--- src/rtl/core/slip_pkg.sv ---
// Package with the byte codes and widths of the SLIP frame decoder.
`timescale 1ns / 1ps

package slip_pkg;

    localparam int unsigned BYTE_W  = 8;
    localparam int unsigned COUNT_W = 9;

    // Special bytes of the line encoding.
    localparam logic [BYTE_W-1:0] END_BYTE     = 8'hC0;
    localparam logic [BYTE_W-1:0] ESC_BYTE     = 8'hDB;
    localparam logic [BYTE_W-1:0] ESC_END_BYTE = 8'hDC;
    localparam logic [BYTE_W-1:0] ESC_ESC_BYTE = 8'hDD;

    // The decoded byte count saturates at the smaller of this and the field maximum.
    localparam int unsigned MAX_DECODED = 511;
    localparam int unsigned COUNT_MAX   = (1 << COUNT_W) - 1;
    localparam logic [COUNT_W-1:0] COUNT_LIMIT =
        COUNT_W'((MAX_DECODED < COUNT_MAX) ? MAX_DECODED : COUNT_MAX);

    // Kinds of output beat.
    localparam logic KIND_DATA   = 1'b0;
    localparam logic KIND_STATUS = 1'b1;

endpackage

--- src/rtl/core/slip_frame_decoder.sv ---
// SLIP frame decoder: unescapes frame bytes and reports an end-of-frame status.
`timescale 1ns / 1ps

// Usage:
// The input channel carries one raw received byte per beat, with i_final_byte
// marking the last byte of a frame. A frame is valid when it is at least two
// bytes long and both its first and last bytes are 0xC0. Inner bytes are
// unescaped and sent out at once as data beats (o_item_kind 0), so the
// receiver must drop them when the closing status beat (o_item_kind 1)
// reports o_frame_valid 0. The status carries the saturating decoded length.
// Throughput: one input beat per cycle while the output does not stall; the
// escape state and count update in combinational logic in front of one output register.
// Output: a result is registered and appears on the output in the cycle after
// its input beat is accepted. Beats that produce no result (first byte, escape,
// stopped decoding) load nothing into the output register.
// Stall: while o_valid is high and i_stall is high the output register holds
// and o_stall is raised, so no input beat is accepted until the waiting
// result is taken; an empty output register never stalls the input.
// Reset: synchronous, active low; the block waits for the first byte of a
// new frame and the output register is emptied.
module slip_frame_decoder
    import slip_pkg::*;
(
    input  logic               i_clk,
    input  logic               i_rst_n,
    input  logic               i_valid,
    output logic               o_stall,
    input  logic [BYTE_W-1:0]  i_frame_byte,
    input  logic               i_final_byte,
    output logic               o_valid,
    input  logic               i_stall,
    output logic               o_item_kind,
    output logic [BYTE_W-1:0]  o_data_out,
    output logic [COUNT_W-1:0] o_decoded_length,
    output logic               o_frame_valid
);

    // Frame decode state.
    logic               r_expect_first, n_expect_first;
    logic               r_start_bad, n_start_bad;
    logic               r_decode_stopped, n_decode_stopped;
    logic               r_escape_pending, n_escape_pending;
    logic [COUNT_W-1:0] r_byte_count, n_byte_count;

    // Output register.
    logic               r_out_valid;
    logic               r_item_kind;
    logic [BYTE_W-1:0]  r_data_out;
    logic [COUNT_W-1:0] r_decoded_length;
    logic               r_frame_valid;

    // Result of the current beat.
    logic               emit;
    logic               res_kind;
    logic [BYTE_W-1:0]  res_data;
    logic [COUNT_W-1:0] res_length;
    logic               res_valid;
    logic               out_free;
    logic               accept;

    // The output register can take a new result when empty or being drained.
    assign out_free = !r_out_valid || !i_stall;
    assign o_stall  = !out_free;
    assign accept   = i_valid && out_free;

    // Decode of one byte against the frame state.
    always_comb begin
        n_expect_first   = r_expect_first;
        n_start_bad      = r_start_bad;
        n_decode_stopped = r_decode_stopped;
        n_escape_pending = r_escape_pending;
        n_byte_count     = r_byte_count;
        emit             = 1'b0;
        res_kind         = KIND_DATA;
        res_data         = '0;
        res_length       = '0;
        res_valid        = 1'b0;

        if (r_expect_first) begin
            if (i_final_byte) begin
                // One-byte frame: invalid status, stay at frame start.
                emit     = 1'b1;
                res_kind = KIND_STATUS;
            end else begin
                n_expect_first   = 1'b0;
                n_start_bad      = (i_frame_byte != END_BYTE);
                n_decode_stopped = 1'b0;
                n_escape_pending = 1'b0;
                n_byte_count     = '0;
            end
        end else if (i_final_byte) begin
            // Closing byte: report status and return to frame start.
            emit             = 1'b1;
            res_kind         = KIND_STATUS;
            res_valid        = !r_start_bad && (i_frame_byte == END_BYTE);
            res_length       = res_valid ? r_byte_count : '0;
            n_expect_first   = 1'b1;
            n_start_bad      = 1'b0;
            n_decode_stopped = 1'b0;
            n_escape_pending = 1'b0;
            n_byte_count     = '0;
        end else if (!r_start_bad && !r_decode_stopped) begin
            if (r_escape_pending) begin
                n_escape_pending = 1'b0;
                emit             = 1'b1;
                case (i_frame_byte)
                    ESC_END_BYTE: res_data = END_BYTE;
                    ESC_ESC_BYTE: res_data = ESC_BYTE;
                    default:      res_data = i_frame_byte;
                endcase
            end else if (i_frame_byte == ESC_BYTE) begin
                n_escape_pending = 1'b1;
            end else if (i_frame_byte == END_BYTE) begin
                n_decode_stopped = 1'b1;
            end else begin
                emit     = 1'b1;
                res_data = i_frame_byte;
            end
            // Saturating count of decoded bytes.
            if (emit && (r_byte_count < COUNT_LIMIT)) begin
                n_byte_count = r_byte_count + COUNT_W'(1);
            end
        end
    end

    // Frame state registers.
    always_ff @(posedge i_clk) begin
        if (!i_rst_n) begin
            r_expect_first   <= 1'b1;
            r_start_bad      <= 1'b0;
            r_decode_stopped <= 1'b0;
            r_escape_pending <= 1'b0;
            r_byte_count     <= '0;
        end else if (accept) begin
            r_expect_first   <= n_expect_first;
            r_start_bad      <= n_start_bad;
            r_decode_stopped <= n_decode_stopped;
            r_escape_pending <= n_escape_pending;
            r_byte_count     <= n_byte_count;
        end
    end

    // Output valid flag.
    always_ff @(posedge i_clk) begin
        if (!i_rst_n) begin
            r_out_valid <= 1'b0;
        end else if (out_free) begin
            r_out_valid <= accept && emit;
        end
    end

    // Output payload; loaded only with a new result.
    always_ff @(posedge i_clk) begin
        if (accept && emit) begin
            r_item_kind      <= res_kind;
            r_data_out       <= res_data;
            r_decoded_length <= res_length;
            r_frame_valid    <= res_valid;
        end
    end

    assign o_valid          = r_out_valid;
    assign o_item_kind      = r_item_kind;
    assign o_data_out       = r_data_out;
    assign o_decoded_length = r_decoded_length;
    assign o_frame_valid    = r_frame_valid;

endmodule
--- config.mk ---
export PLATFORM = sky130hd
export DESIGN_NAME = slip_frame_decoder
export DESIGN_NICKNAME = d
export VERILOG_FILES = /design/src/rtl/core/slip_pkg.sv /design/src/rtl/core/slip_frame_decoder.sv
export SDC_FILE = /design/constraint.sdc
export NUM_CORES = 1
export LEC_CHECK = 0
export BUFFER_PORTS_ARGS = -buffer_cell sky130_fd_sc_hd__buf_4
export CAP_MARGIN = 20
export CORE_MARGIN = 2
export CORE_UTILIZATION = 25
export DETAILED_ROUTE_END_ITERATION = 16
export GPL_ROUTABILITY_DRIVEN = 0
export SLEW_MARGIN = 25
export SYNTH_ARGS = -nofsm -noshare
export SYNTH_HDL_FRONTEND = slang
export SYNTH_SLANG_ARGS = --single-unit
--- constraint.sdc ---
create_clock -name i_clk -period 2.99 [get_ports i_clk]
set_input_delay 0.598 -clock i_clk [delete_from_list [all_inputs] [get_ports i_clk]]
set_output_delay 0.598 -clock i_clk [all_outputs]
set_load 0.01 [all_outputs]
==> results of run 1 <==
-- per-layer routing --
metal	share of wire, %	up-vias	GRT usage (%)
met4	1.5	0	4.76
met1	48	561	12.3
met5	0	-	0
met3	4.2	2	2.04
met2	46	24	15.2
li1	-	659	-
-- final timing paths --
path	startpoint	slack, ns	cells past startpoint	endpoint
worst max-delay path	r_expect_first	0.87	7	r_byte_count[8]
worst min-delay path	r_byte_count[8]	0.51	2	r_byte_count[8]
worst max register to register	r_expect_first	0.87	7	r_byte_count[8]
worst min register to register	r_byte_count[8]	0.51	2	r_byte_count[8]
-- area by class of cell --
class	instances	area, µm²
multi-input cells	120	752
fillers	655	4260
inverters	4	15.0
well taps	77	96.3
clock buffers	5	68.8
clock inverters	3	41.3
flip-flops and latches	33	851
repair buffers	35	263
-- power by group through the flow --
| stage | Clock, W | Sequential, W | Combinational (W) |
|---|---|---|---|
| 2_1_floorplan | 0 | 0.000524 | 0.0000512 |
| 3_3_place_gp | 0 | 0.000516 | 0.000107 |
| 3_5_place_dp | 0 | 0.000517 | 0.000108 |
| 4_1_cts | 0.000416 | 0.000507 | 0.000108 |
| 5_1_grt | 0.000436 | 0.000509 | 0.000118 |
| 6_report | 0.000403 | 0.000507 | 0.000107 |
-- flip-flops by register name, summed over array words and instances, names as in the netlist --
| signal | count |
|---|---|
| o_data_out | 8 |
| o_decoded_length | 9 |
| o_frame_valid | 1 |
| o_item_kind | 1 |
| o_valid | 1 |
| r_byte_count | 9 |
| r_decode_stopped | 1 |
| r_escape_pending | 1 |
| r_expect_first | 1 |
| r_start_bad | 1 |
-- layout by cell type (no fill, tap or decap), drive strengths merged, types with 6 or more instances in the layout --
master / synthesis / layout
nand2: 19 / 19
and2: 20 / 20
nor2: 12 / 12
dfxtp: 14 / 14
buf: 1 / 35
edfxtp: 19 / 19
a21oi: 8 / 8
o21ai: 6 / 6
-- cells by family (layout without fill, tap and decap cells) --
logic type,after synthesis,after routing,synth area share [%]
and+or+nand+nor,84,84,28.1
DFF,33,33,52.0
AOI/OAI and AO/OA,30,30,13.5
buffers and inverters,7,47,2.06
adders and majority gates,4,4,3.06
muxes,2,2,1.22
-- critical path, cell delays in order (launching register included) --
cell and delay (ns):
dfxtp_1 0.46, inv_1 0.12, ha_1 0.20, o21ai_0 0.08, nand3b_1 0.17, o31ai_4 0.64
mux2i_1 0.26, a21boi_1 0.08
-- per-stage QoR --
step / hold slack (ns) / power, W / std cells / instance area, µm²
3_5_place_dp: 0.509 / 0.000625 / 269 / 1980
6_report: 0.514 / 0.00102 / 277 / 2090
2_1_floorplan: 0.454 / 0.000575 / 160 / 1640
5_1_grt: 0.544 / 0.00106 / 277 / 2090
3_3_place_gp: 0.499 / 0.000623 / 269 / 1980
4_1_cts: 0.519 / 0.00103 / 277 / 2090
==> run metrics, run 1 <==
routed wire length per instance 11.7 µm; fmax approximately 470 MHz; Layout Nets 216; sequential share of the synthesized area between 50% and 60%; Mapped Avg Cell Area approximately 10 µm²; Post-CTS Setup Inserts 0; cell row count 29; setup TNS 0 ns; post-synth top area share between 30% and 40%; Seq cells post-synth 33; diodes inserted 0; Area Overhead vs Synth 27.5%; final WL approximately 3200 µm; first-pass GRT wire length around 5500 µm; Switching Fraction 22.1%; final worst slack about 0.87 ns; chip width approximately 85 µm; dpl ws between 0.6 and 0.7 ns; YS warnings 0; crit path time final 2.12 ns; area leader, netlist edfxtp_1; RSZ-0062 raised after global routing no; kind of critical path flip-flop to flip-flop; CTS tree built; core area ~6300 µm²; Peak VDD IR 0.272 mV; post-DR vias/cell between 4 and 5; I/O pins 34; worst hold path type flip-flop to flip-flop; cts hold-fix bufs 0; CTS Sinks 33; static leakage approximately 0.80 nW; H-tree Lvls 2; Final Hold Fails 0; crit path capture type flip-flop; sw power between 0.0002 and 0.00025 W; max-cap violations 0; Initial Util approximately a quarter; Max Fanout on Critical Path 15; antenna-violating nets left 0; first-pass iteration count of the detailed router 4; antenna violations before repair 0; CTS clk-pin slew, worst paths roughly 0.07 ns; vias after detailed routing ~1200; grt total ovfl 0; DRC violations left 0; Skew-Pair Late Insertion Delay about 0.28 ns; CTS Buffer Depth 2; internal power slightly below 0.0008 W; Gate power share between 10% and 20%; dominant synthesized flop cell edfxtp_1; post-synth cell types 38; status completed; part of the power in registers about half; final setup fails 0; PostCTS Resize Cnt 0; syn nets between 150 and 200; Synth area leaders edfxtp_1 35%, dfxtp_1 17%, and2_1 7.6%; Final Util about a third; Worst-Margin Slew 0.713 ns; crit path DAT approximately 2.3 ns; clk_skew between 0.006 and 0.007 ns; Post-Syn Area about 1600 µm²; most numerous cell in the Yosys netlist and2_1; Final Cycle Share between 70% and 80%; hpwl dp approximately 2400 µm; die height 84.9 µm; vias in the first global route about 1200; port buffer count 33; Global Route Usage Sum about a tenth; Worst slew margin 52.1%; initial drt markers roughly 70; CP Data Required Time approximately 3.2 ns; TritonCTS Buffers 5; Die Footprint 7210 µm²; Setup crit start kind flip-flop; largest net degree at the start of global routing 19; Cells after Synth 160; commonest cells in the netlist 20 x and2_1, 19 x edfxtp_1, 19 x nand2_1; Async SR Flop Fraction 0%; share of post-route cells with drive strength above 1 a little over a quarter; Pwr Density ~490 nW/µm²; Root Buffer clkbuf_8; EDFF count, synth 19; Clock Power Share 39.7%; Slew Limit Fails 0
(Power assumes the default switching activity.)
==> inputs of run 2 (changes only) <==
==> constraint.sdc (replaced) <==
create_clock -name i_clk -period 1.8 [get_ports i_clk]
set_input_delay 0.36 -clock i_clk [delete_from_list [all_inputs] [get_ports i_clk]]
set_output_delay 0.36 -clock i_clk [all_outputs]
set_load 0.01 [all_outputs]
==> run metrics, run 2 (synthesized netlist as in run 1, its figures left out) <==
CP top delay family buffers and inverters; worst hold path type primary input to flip-flop; fmax between 500 and 600 MHz; commonest non-fill, non-tap cell in the layout buf_4; fill count around 660; core area about 6300 µm²; initial drt markers between 50 and 60; crit path capture type flip-flop; power consumption 0.00163 W; chip width ~85 µm; hpwl dp about 2600 µm; first-pass GRT wire length 5850 µm; Final Cycle Share between 90% and 100%; CTS tree built; grt total ovfl 0; Peak VDD IR ~0.33 mV; vias in the first global route approximately 1300; CTS clk-pin slew, worst paths around 0.070 ns; CP Data Required Time between 2 and 2.5 ns; DRC violations left 0; Critical path buffers and inverters 4; clk_skew 0.00927 ns; Max Fanout on Critical Path 4; routed wire length per instance 11.7 µm; Final Hold Fails 0; largest stage delay on the critical path roughly 0.40 ns; Skew-Pair Late Insertion Delay ~0.29 ns; kind of critical path flip-flop to flip-flop; Die Footprint between 7000 and 8000 µm²; post-DR vias/cell around 4.6; antenna-violating nets left 0; share of post-route cells with drive strength above 1 around 38%; status completed; Root Buffer clkbuf_8; vias after detailed routing between 1000 and 1500; max-cap violations 0; Layout Nets 244; most frequent cells in the layout 60 x buf_4, 20 x and2_1, 19 x nand2_1, 19 x edfxtp_1, 13 x dfxtp_1; Setup crit start kind flip-flop; Initial Util approximately 26%; CTS Sinks 33; port buffer count 33; final WL between 3000 and 4000 µm; TritonCTS Buffers 5; Placement Cell Area ~2200 µm²; die height roughly 85 µm; Pwr Density ~700 nW/µm²; antenna violations before repair 0; Area Overhead vs Synth 41.9%; minimum setup slack among reg-to-reg paths 0.08 ns; design area about 2300 µm²; crit path time final 1.72 ns; Worst-Margin Slew a little under 0.4 ns; Slew Limit Fails 0; final setup fails 0; diodes inserted 0; Global Route Usage Sum about 10%; Final Util between 30% and 40%; static leakage between 0.9 and 1 nW; I/O pins 34; H-tree Lvls 2; first-pass iteration count of the detailed router 4; cell row count 29; Worst slew margin 73.4%; Worst path slowest cell or3_4; crit path cell chain buf_6, ha_4, buf_4, or3_4, o31ai_4, buf_6, buf_4, a21oi_1, o22ai_1; crit path DAT roughly 1.9 ns; CTS Buffer Depth 2; largest net degree at the start of global routing 20
## run 2: worst reg2reg max path: cells and delay by family, from the launching register on
kind	cells	cell delay (ns)
flip-flops	1	0.33
AND/OR/NAND/NOR	1	0.40
adder cells (fa/ha/maj)	1	0.15
AO/OA/AOI/OAI	3	0.25
buffers and inverters	4	0.51
## run 2: path summary, 6_finish.rpt
check	start	cells past startpoint	to
max	r_expect_first	9	r_byte_count[6]
min	i_frame_byte[6]	2	o_data_out[6]
max reg2reg	r_expect_first	9	r_byte_count[6]
min reg2reg	r_start_bad	2	r_start_bad
## run 2: power breakdown
group	total [W]	switching, W	internal (W)
combinational	0.000255	0.000119	0.000136
sequential	0.000838	0.0000113	0.000827
clock	0.000537	0.000270	0.000268
## run 2: timing repair
action | in CTS | in global routing
endpoints found under the setup margin | 28 | 5
pin swaps | 2 | 2
resized for setup | 1 | 5
hold buffers | 0 | 0
buffers inserted | 3 | 2
## run 2: layout make-up
class	count	area (µm²)	area share [%]
clock buffer	6	72.6	3.12
clock inverter	2	10.0	0.431
inverter	4	15.0	0.647
multi-input combinational	120	783	33.7
sequential	33	852	36.7
tap	77	96.3	4.15
timing repair buffer	63	493	21.2
## run 2: stage by stage
stage | cells | hold WS (ns) | setup TNS (ns) | worst slack [ns]
5_1_grt | 305 | 0.381 | -0.00100 | -0.00100
3_5_place_dp | 292 | 0.501 | -7.38 | -0.298
3_3_place_gp | 292 | 0.489 | -6.47 | -0.269
6_report | 305 | 0.377 | 0 | 0.0771
2_1_floorplan | 160 | 0.454 | 0 | 0.0470
4_1_cts | 303 | 0.367 | 0 | 0.00510
## run 2: layer usage
metal  vias to the layer above  GRT usage (%)  wire length (µm)
li1                        715              -                 -
met4                         0           5.63                92
met2                        32           16.8              1680
met1                       654           12.6              1610
met3                         7           2.82               174
met5                         -              0                 0
==> inputs of run 3 (changes only) <==
--- a/config.mk
+++ b/config.mk
@@ -5,7 +5,7 @@
 export SDC_FILE = /design/constraint.sdc
 export NUM_CORES = 1
 export LEC_CHECK = 0
-export BUFFER_PORTS_ARGS = -buffer_cell sky130_fd_sc_hd__buf_4
+export BUFFER_PORTS_ARGS = -buffer_cell sky130_fd_sc_hd__buf_2
 export CAP_MARGIN = 20
 export CORE_MARGIN = 2
 export CORE_UTILIZATION = 25
==> run metrics, run 3 (synthesized netlist as in run 1, its figures left out) <==
dpl ws -0.290 ns; CP top delay family buffers and inverters; crit path capture type flip-flop; crit path cell chain buf_4, ha_1, buf_4, or3_4, o31ai_4, buf_6, mux2i_2, a21boi_1; Area Overhead vs Synth 39.6%; post-DR vias/cell 4.57; Skew-Pair Late Insertion Delay 0.28 ns; Worst path slowest cell or3_4; antenna-violating nets left 0; design area approximately 2300 µm²; antenna violations before repair 0; minimum setup slack among reg-to-reg paths between 0.07 and 0.08 ns; cts hold-fix bufs 0; commonest non-fill, non-tap cell in the layout buf_2; port buffer count 33; Critical path buffers and inverters 3; fill count 629; vias after detailed routing around 1400; crit path DAT approximately 1.9 ns; first-pass GRT wire length about 6100 µm; final WL 3630 µm; Pwr Density between 700 and 800 nW/µm²; CTS Buffer Depth 2; Final Cycle Share about 96%; Final Hold Fails 0; Slew Limit Fails 0; TritonCTS Buffers 5; most frequent cells in the layout 33 x buf_2, 32 x buf_4, 20 x and2_1; cell mode on critical path buf_4; core area about 6300 µm²; multi-input logic area a little under 800 µm²; CTS clk-pin slew, worst paths roughly 0.070 ns; final worst slack 0.0758 ns; Final Util a little over a third; RSZ-0062 raised after global routing no; H-tree Lvls 2; max-cap violations 0; I/O pins 34; CP Data Required Time between 1.5 and 2 ns; Worst-Margin Slew roughly 0.42 ns; crit path time final between 1.5 and 2 ns; Die Footprint slightly above 7000 µm²; fmax between 500 and 600 MHz; initial drt markers 70; Root Buffer clkbuf_8; largest net degree at the start of global routing 18; largest stage delay on the critical path ~0.34 ns; Initial Util between 20% and 30%; CTS tree built; first-pass iteration count of the detailed router 4; share of post-route cells with drive strength above 1 approximately two fifths; Max Fanout on Critical Path 3; Placement Cell Area 2150 µm²; cell row count 29; diodes inserted 0; final setup fails 0; vias in the first global route 1352; worst hold path type primary input to flip-flop; status completed; static leakage approximately 0.95 nW; die height ~85 µm; routed wire length per instance approximately 12 µm; Setup crit start kind flip-flop; kind of critical path flip-flop to flip-flop; CTS Sinks 33; grt total ovfl 0; Worst slew margin between 70% and 80%; Layout Nets 249; chip width ~85 µm; Sequential cell area around 850 µm²; Global Route Usage Sum between 10% and 20%; DRC violations left 0; Peak VDD IR 0.375 mV; clk_skew slightly below 0.01 ns; hpwl dp 2700 µm
-- run 3: through the flow --
| step | hold slack [ns] | power (W) | cells | setup TNS (ns) |
|---|---|---|---|---|
| after floorplan | 0.454 | 0.000958 | 160 | 0 |
| final | 0.390 | 0.00165 | 310 | 0 |
| after global routing | 0.399 | 0.00172 | 310 | 0 |
| after global placement | 0.487 | 0.00107 | 299 | -5.23 |
| after detailed placement | 0.506 | 0.00107 | 299 | -5.84 |
| after CTS | 0.381 | 0.00165 | 309 | 0 |
-- run 3: path summary, 6_finish.rpt --
| kind | depth (start not counted) | end | from |
|---|---|---|---|
| setup / recovery | 8 | r_byte_count[7] | r_expect_first |
| hold / removal | 2 | o_data_out[6] | i_frame_byte[6] |
| setup reg to reg | 8 | r_byte_count[7] | r_expect_first |
| hold reg to reg | 2 | r_byte_count[8] | r_byte_count[8] |
-- run 3: what timing repair did --
item                       4_1_cts  5_1_grt
resized for setup                1        3
setup buffers                    2        1
setup endpoints to repair        9        7
pin swaps                        1        2
-- run 3: cell type report --
cell class                      count  area share, %
Clock buffer                        8           3.94
Sequential cell                    33           37.3
Timing Repair Buffer               68           20.0
Multi-Input combinational cell    120           33.9
Tap cell                           77           4.22
Inverter                            4          0.657
-- run 3: power by group --
part	internal [W]	switching, W	leakage, nW
sequential	0.000827	0.00000820	0.298
combinational	0.000124	0.000119	0.602
clock	0.000312	0.000258	0.0455
-- run 3: metal layers --
| layer | vias up | routed length (µm) | track usage [%] |
|---|---|---|---|
| met3 | 6 | 135 | 2.72 |
| met4 | 0 | 90 | 5.92 |
| li1 | 727 | - | - |
| met5 | - | 0 | 0 |
| met2 | 33 | 1670 | 17.3 |
| met1 | 650 | 1730 | 12.9 |
